[src/sv/rv64x_pkg.sv]
// rv64x_pkg: shared types, codes and the instruction decoder of the RV64 subset execute unit.
// Used by rv64x_regfile, rv64x_dmem and rv64_subset_execute_unit; depends on nothing.
`default_nettype none

package rv64x_pkg;

  // Default data memory size in bytes (a power of two)
  localparam int unsigned MEM_BYTES_DEF = 65536;

  localparam int unsigned XLEN   = 64;
  localparam int unsigned NREGS  = 32;
  localparam int unsigned REG_AW = 5;

  // Command codes
  typedef enum logic [1:0] {
    CMD_EXEC   = 2'd0,
    CMD_WRITE  = 2'd1,
    CMD_READ   = 2'd2,
    CMD_UNUSED = 2'd3
  } cmd_e;

  // Result status codes
  typedef enum logic [1:0] {
    ST_OK          = 2'd0,
    ST_RD_ZERO     = 2'd1,
    ST_RS2_ZERO    = 2'd2,
    ST_UNSUPPORTED = 2'd3
  } status_e;

  // Major opcodes and function codes
  localparam logic [6:0] OP_REG   = 7'b0110011;
  localparam logic [6:0] OP_IMM   = 7'b0010011;
  localparam logic [6:0] OP_LOAD  = 7'b0000011;
  localparam logic [6:0] OP_STORE = 7'b0100011;
  localparam logic [2:0] F3_ADD   = 3'd0;
  localparam logic [2:0] F3_DW    = 3'd3;
  localparam logic [6:0] F7_ADD   = 7'h00;
  localparam logic [6:0] F7_SUB   = 7'h20;

  // Data memory access request
  typedef struct packed {
    logic wr;
    logic rd;
  } dmem_cmd_t;

  // Register file write request
  typedef struct packed {
    logic              en;
    logic [REG_AW-1:0] idx;
  } rf_wr_t;

  // Decoded control of one item
  typedef struct packed {
    logic              rd_wr;      // destination register gets written
    logic              alu_sub;    // subtract instead of add
    logic              src_imm;    // second operand is the immediate
    logic              port_addr;  // address and data come from the item fields
    logic              is_load;    // destination value comes from memory
    logic              show_read;  // read data goes out on read_data
    dmem_cmd_t         mem;
    status_e           status;
    logic [REG_AW-1:0] rd;
    logic [REG_AW-1:0] rs1;
    logic [REG_AW-1:0] rs2;
    logic [11:0]       imm;
  } ctl_t;

  // Decode one command and instruction into control
  function automatic ctl_t decode(cmd_e cmd, logic [31:0] insn);
    logic [6:0] opcode;
    logic [2:0] f3;
    logic [6:0] f7;
    logic       is_add;
    logic       is_sub;
    logic       is_addi;
    logic       is_ld;
    logic       is_sd;
    logic       wants_rd;
    ctl_t       c;
    opcode   = insn[6:0];
    f3       = insn[14:12];
    f7       = insn[31:25];
    is_add   = (opcode == OP_REG) && (f3 == F3_ADD) && (f7 == F7_ADD);
    is_sub   = (opcode == OP_REG) && (f3 == F3_ADD) && (f7 == F7_SUB);
    is_addi  = (opcode == OP_IMM) && (f3 == F3_ADD);
    is_ld    = (opcode == OP_LOAD) && (f3 == F3_DW);
    is_sd    = (opcode == OP_STORE) && (f3 == F3_DW);
    wants_rd = is_add || is_sub || is_addi || is_ld;

    c.rd_wr     = 1'b0;
    c.alu_sub   = 1'b0;
    c.src_imm   = 1'b0;
    c.port_addr = 1'b0;
    c.is_load   = 1'b0;
    c.show_read = 1'b0;
    c.mem.wr    = 1'b0;
    c.mem.rd    = 1'b0;
    c.status    = ST_OK;
    c.rd        = insn[11:7];
    c.rs1       = insn[19:15];
    c.rs2       = insn[24:20];
    c.imm       = is_sd ? {insn[31:25], insn[11:7]} : insn[31:20];

    unique case (cmd)
      CMD_WRITE: begin
        c.port_addr = 1'b1;
        c.mem.wr    = 1'b1;
      end
      CMD_READ: begin
        c.port_addr = 1'b1;
        c.mem.rd    = 1'b1;
        c.show_read = 1'b1;
      end
      CMD_EXEC: begin
        c.alu_sub = is_sub;
        c.src_imm = is_addi || is_ld || is_sd;
        if (wants_rd) begin
          if (c.rd == '0) begin
            c.status = ST_RD_ZERO;
          end else begin
            c.rd_wr   = 1'b1;
            c.is_load = is_ld;
            c.mem.rd  = is_ld;
          end
        end else if (is_sd) begin
          if (c.rs2 == '0) begin
            c.status = ST_RS2_ZERO;
          end else begin
            c.mem.wr = 1'b1;
          end
        end else begin
          c.status = ST_UNSUPPORTED;
        end
      end
      default: begin
        c.status = ST_UNSUPPORTED;
      end
    endcase
    return c;
  endfunction

endpackage

`default_nettype wire

[src/sv/rv64x_regfile.sv]
// rv64x_regfile: 32 x 64 register file, two synchronous read ports and one write port.
// Per-entry valid bits make every entry read as zero after reset. Uses rv64x_pkg.
`default_nettype none

module rv64x_regfile (
  input  wire logic                             clk_i,
  input  wire logic                             rst_ni,
  input  wire logic                             rd_en_i,
  input  wire logic [rv64x_pkg::REG_AW-1:0]     rs1_i,
  input  wire logic [rv64x_pkg::REG_AW-1:0]     rs2_i,
  input  wire rv64x_pkg::rf_wr_t                wr_i,
  input  wire logic [rv64x_pkg::XLEN-1:0]       wdata_i,
  output logic      [rv64x_pkg::XLEN-1:0]       rdata1_o,
  output logic      [rv64x_pkg::XLEN-1:0]       rdata2_o
);

  logic [rv64x_pkg::XLEN-1:0]  mem [rv64x_pkg::NREGS];
  logic [rv64x_pkg::NREGS-1:0] valid_q;
  logic [rv64x_pkg::XLEN-1:0]  rdata1_q;
  logic [rv64x_pkg::XLEN-1:0]  rdata2_q;

  // Mark an entry valid once written
  always_ff @(posedge clk_i or negedge rst_ni) begin
    if (!rst_ni) begin
      valid_q <= '0;
    end else if (wr_i.en) begin
      valid_q[wr_i.idx] <= 1'b1;
    end
  end

  // Write port and registered reads; an entry never written reads as zero
  always_ff @(posedge clk_i) begin
    if (wr_i.en) begin
      mem[wr_i.idx] <= wdata_i;
    end
    if (rd_en_i) begin
      rdata1_q <= valid_q[rs1_i] ? mem[rs1_i] : '0;
      rdata2_q <= valid_q[rs2_i] ? mem[rs2_i] : '0;
    end
  end

  assign rdata1_o = rdata1_q;
  assign rdata2_o = rdata2_q;

endmodule

`default_nettype wire

[config.mk]
export PLATFORM = sky130hd
export DESIGN_NAME = rv64x_regfile
export DESIGN_NICKNAME = d
export VERILOG_FILES = /design/src/sv/rv64x_pkg.sv /design/src/sv/rv64x_regfile.sv
export SDC_FILE = /design/constraint.sdc
export NUM_CORES = 2
export LEC_CHECK = 0
export BUFFER_PORTS_ARGS = -buffer_cell sky130_fd_sc_hd__buf_2
export CORE_MARGIN = 1
export CORE_UTILIZATION = 65
export CTS_BUF_LIST = sky130_fd_sc_hd__clkbuf_2 sky130_fd_sc_hd__clkbuf_4 sky130_fd_sc_hd__clkbuf_8
export CTS_CLUSTER_SIZE = 10
export DETAILED_ROUTE_END_ITERATION = 10
export PLACE_DENSITY_LB_ADDON = 0.05
export SLEW_MARGIN = 15
export SYNTH_ARGS = -nofsm -noshare
export SYNTH_HDL_FRONTEND = slang
export SYNTH_SLANG_ARGS = --single-unit
[constraint.sdc]
create_clock -name clk_i -period 2.4 [get_ports clk_i]
set_input_delay 0.48 -clock clk_i [delete_from_list [all_inputs] [get_ports clk_i]]
set_output_delay 0.48 -clock clk_i [all_outputs]
set_load 0.005 [all_outputs]
Word-level counts from Yosys, hierarchy flattened
Memories as Yosys holds them, arrays and structs flattened. A register that Yosys moved wholly into a read port is not among the register bits.
Cells that the tools add are included.
{"block": "op_classes", "n_eq_ne": 0, "n_reduce_logical": 3, "addsub": 0, "div": 0, "bitwise": 1, "n_mux": 8, "multipliers": 0, "magnitude_cmp": 4, "shifts": 0}
{"cell": "bitwise OR 32 bit", "n": 1}
{"cell": "< comparator 5 x 6 -> 1 bit, second input constant", "n": 3}
{"cell": "binary-select mux 1 bit (select 5 bit)", "n": 2}
{"cell": "demux 1 bit (select 5 bit)", "n": 1}
{"cell": ">= comparator 5 x 1 -> 1 bit, second input constant", "n": 1}
{"cell": "two-way mux 1 bit", "n": 5}
{"cell": "zero test 1 bit", "n": 2}
{"cell": "logical AND 1 bit", "n": 1}
{"block": "word_totals", "out_inout_bits": 128, "reg_bits": 32, "elab_cells": 18, "input_bits": 83, "romBits": 0, "memories": 1, "mem_bits_rw": 2048, "latch_bits": 0}
{"memory": "mem", "depth": 32, "word_bits": 64, "rd": 2, "rd_ports_with_merged_regs": 2, "write_ports": 1, "line_no": "rv64x_regfile.sv:17", "source": "logic [rv64x_pkg::XLEN-1:0] mem [rv64x_pkg::NREGS];"}

Longest topological paths before layout
{"block": "logic_depth", "ltp_word": 5, "ltp_mapped": 10, "mapped_depth_nobuf": 5}

Worst setup path before layout
Ideal clock, no wire load.
{"block": "synth_timing", "kind": "input -> register", "from": "in wr_i[0] in the netlist's numbering", "to": "mem mem[12][0] in the netlist's numbering (enable)", "setup_ns": 0.487, "setup_slack_ns": -1.921, "required_ns": 1.913, "stages": 3, "path_buffers": 1, "t_arrival_ns": 3.834, "path_cell_list": "or3b_2 > clkbuf_1 > nor2_1"}
{"item": "start: declaration", "line_no": "rv64x_regfile.sv:11", "source": "input wire rv64x_pkg::rf_wr_t wr_i,"}
{"item": "end: declaration", "line_no": "rv64x_regfile.sv:17"}
No word-level cell before the write port.

Worst setup path after layout
{"block": "layout_timing", "from": "reg rdata1_q, in the netlist rdata1_o[17] (read register of mem)", "to": "out rdata1_o[17] in the netlist's numbering"}
{"item": "start: declaration", "line_no": "rv64x_regfile.sv:19", "source": "logic [rv64x_pkg::XLEN-1:0] rdata1_q;"}
{"item": "end: declaration", "line_no": "rv64x_regfile.sv:13", "source": "output logic [rv64x_pkg::XLEN-1:0] rdata1_o,"}
No word-level cell between the ends.

==> run summary <==
Final Util: 76.5%
minimum clock period: 2.29 ns
R2R setup slack: 0.11 ns
worst path cell trace: buf_2
Cells after Synth: 5728
Crit-path slowest cell: edfxtp_1
first-pass GRT wire length: 470000 um
first drt pass iteration count: 8
CP arrival: 1.81 ns
clk sinks: 2208
TritonCTS clock tree: done
FMAX: 437 MHz
total gr overflow: 0
Hold Violations, Final: 0
RSZ-0062 raised after global routing: no
Initial DRC Count: 10100
worst slew pin tran: 0.836 ns
P&R area growth vs syn: 16.8%
Finished Layout Cells: 8907
post_cts resized: 0
Post-synth EDFFs: 2176
Hold Crit Class: input port to flip-flop
pins over their slew limit: 0
Most used DFF post-synth: edfxtp_1
Placed Area: 112000 um2
drc violations: 0
worst path bufs/invs: 1
via/cell ratio: 7.53
hold slack final: 0.127 ns
PD cells: 709 nW/um2
num ports: 211
final worst slack: 0.111 ns
share of layout cells above drive strength 1: 32.1%
Setup crit end kind: output pin
Max VDD drop: 0.852 mV
vias in the first global route: 67900
final worst path period share: 95.4%
Placement Setup Slack: -0.228 ns
Syn. warnings: 0
row count: 145
critical path depth: 1
WL per Instance: 37.2 um
Port Buffer Count: 210
Worst EP required: 1.92 ns
FFs w/ async S/R, synth: 1.45%
Clock Skews: 0.0687 ns
detailed-route via count: 67100
root buf cell: clkbuf_8
nets@finish: 6655
Inst Count DP: 8195
max incr delay on CP: 0.60 ns
leakage power: 42.2 nW
Die ar.: 159000 um2
slew margin rel.: 44.2%
setup bufs post-CTS: 0
crit start category: flip-flop
Die H: 399 um
cell count of the worst hold path: 4
FF-to-FF path depth: 7
status: finished, final reports clean
Initial Utilization: 65.5%
cell area after synthesis: 102000 um2
Die X: 399 um
Max FO, Critical Path: 1
worst skew pair latency: 1.05 ns
Final Wtd Congestion: 0.900
Detail Route Antenna Nets: 0
Inserted Clock Buffers: 367
syn avg cell area: 17.9 um2
Post-Syn Nets: 5811
initial antenna violation count: 17
fin area: 120000 um2
Seq cells post-synth: 2208
Synth cell types: 49
family with the most delay on the worst path: flip-flops
CTS Buffer Depth: 4
post-DP HPWL: 203000 um
pin count of the biggest net entering global routing: 69
All-Layer GR Usage: 41.8%
H-Tree Depth: 5
final setup vio count: 0
Reg clk slew, reported paths: 0.06 ns
Routed WL: 331000 um
core area: 156000 um2
post-synthesis sequential area ratio: 64.6%
WS Path Type: flip-flop to output pin
number of max-cap violations: 0
-- sequential cells by signal, summed over array words and instances, names as in the netlist --
register  count
mem        2048
rdata1_o     64
rdata2_o     64
valid_q      32
-- synth_stat cells, drive strengths merged (26+ instances only) --
cell	n	area [um2]
nor3	104	521
buf	249	2000
a221o	118	1180
a21oi	93	465
or2	38	238
mux2i	847	8480
o211a	107	1070
nand3	144	721
a22oi	107	803
a221oi	298	2840
nor2	139	524
mux4	616	13900
o211ai	92	691
dfrtp	32	801
edfxtp	2176	65300
o21ai	179	896
nand3b	26	195
clkbuf	238	901
-- timing repair --
| action | in CTS | in global routing |
|---|---|---|
| setup endpoints to repair | 0 | 0 |
| endpoints found under the hold margin | 2095 | 0 |
| hold buffers | 66 | 0 |
-- worst paths after layout --
path | startpoint | to
max | rdata1_o[17]$_SDFFCE_PN0P_ | rdata1_o[17]
min | rs2_i[4] | rdata2_o[3]$_SDFFCE_PN0P_
max reg2reg | valid_q[13]$_DFFE_PN0P_ | rdata1_o[49]$_SDFFCE_PN0P_
min reg2reg | valid_q[12]$_DFFE_PN0P_ | valid_q[12]$_DFFE_PN0P_
max in group asynchronous | rst_ni | valid_q[2]$_DFFE_PN0P_
min in group asynchronous | rst_ni | valid_q[30]$_DFFE_PN0P_
-- kinds of logic (layout without fill, tap and decap cells) --
family                 Yosys count  count (layout)  synth area share [%]
other                            0               9                     0
buffers and inverters          492            1604                  2.85
AND/OR/NAND/NOR                494             494                  2.41
flip-flops                    2208            2208                  64.6
AO/OA/AOI/OAI                 1066            1066                  8.29
multiplexers                  1468            1468                  21.9
-- per-stage QoR --
step	TNS (ns)	power [mW]
finish	0	84.9
global route	0	86.9
CTS	0	84.7
detailed placement	-15.62	53.4
global placement	-13.53	53.2
floorplan	-263.37	49.3
-- final cells by class --
type,count,area (um2)
Tap cell,2058,2570
Antenna cell,9,22.5
Fill cell,8890,36700
Timing Repair Buffer,962,10400
Clock buffer,501,6100
Inverter,5,38.8
Multi-Input combinational cell,3028,33700
Sequential cell,2208,66100
Clock inverter,136,736
-- where the power goes --
group | internal, mW | leakage [nW] | switching [mW] | total, mW
Sequential | 43.3 | 20.1 | 0.514 | 43.8
Combinational | 3.91 | 18.4 | 5.25 | 9.16
Clock | 17.0 | 3.66 | 14.9 | 31.9
-- cell usage in the layout (no fill, tap or decap), types with 127 or more instances in the layout --
master,instances
mux2i_1,847
mux4_2,614
clkbuf_8,376
buf_12,271
buf_2,199
clkbuf_4,127
a221oi_1,261
o21ai_0,164
edfxtp_1,2176
buf_4,415
nand3_1,143
-- routing by layer --
layer	up-vias	routed length, um	GRT usage [%]
met4	8	20800	23.1
met3	1307	43300	9.74
met5	-	58	0
li1	26300	-	-
met2	5545	153000	64.3
met1	33900	114000	55.9
-- worst reg2reg max path: stages (launching register included) --
cell      delay (ns)
dfrtp_1         0.42
mux4_1          0.51
mux2_2          0.28
nand3_1         0.13
nand4_4         0.12
buf_12          0.23
a21boi_1        0.20
buf_4           0.13
Note: power is estimated with default switching activity, not from simulation.
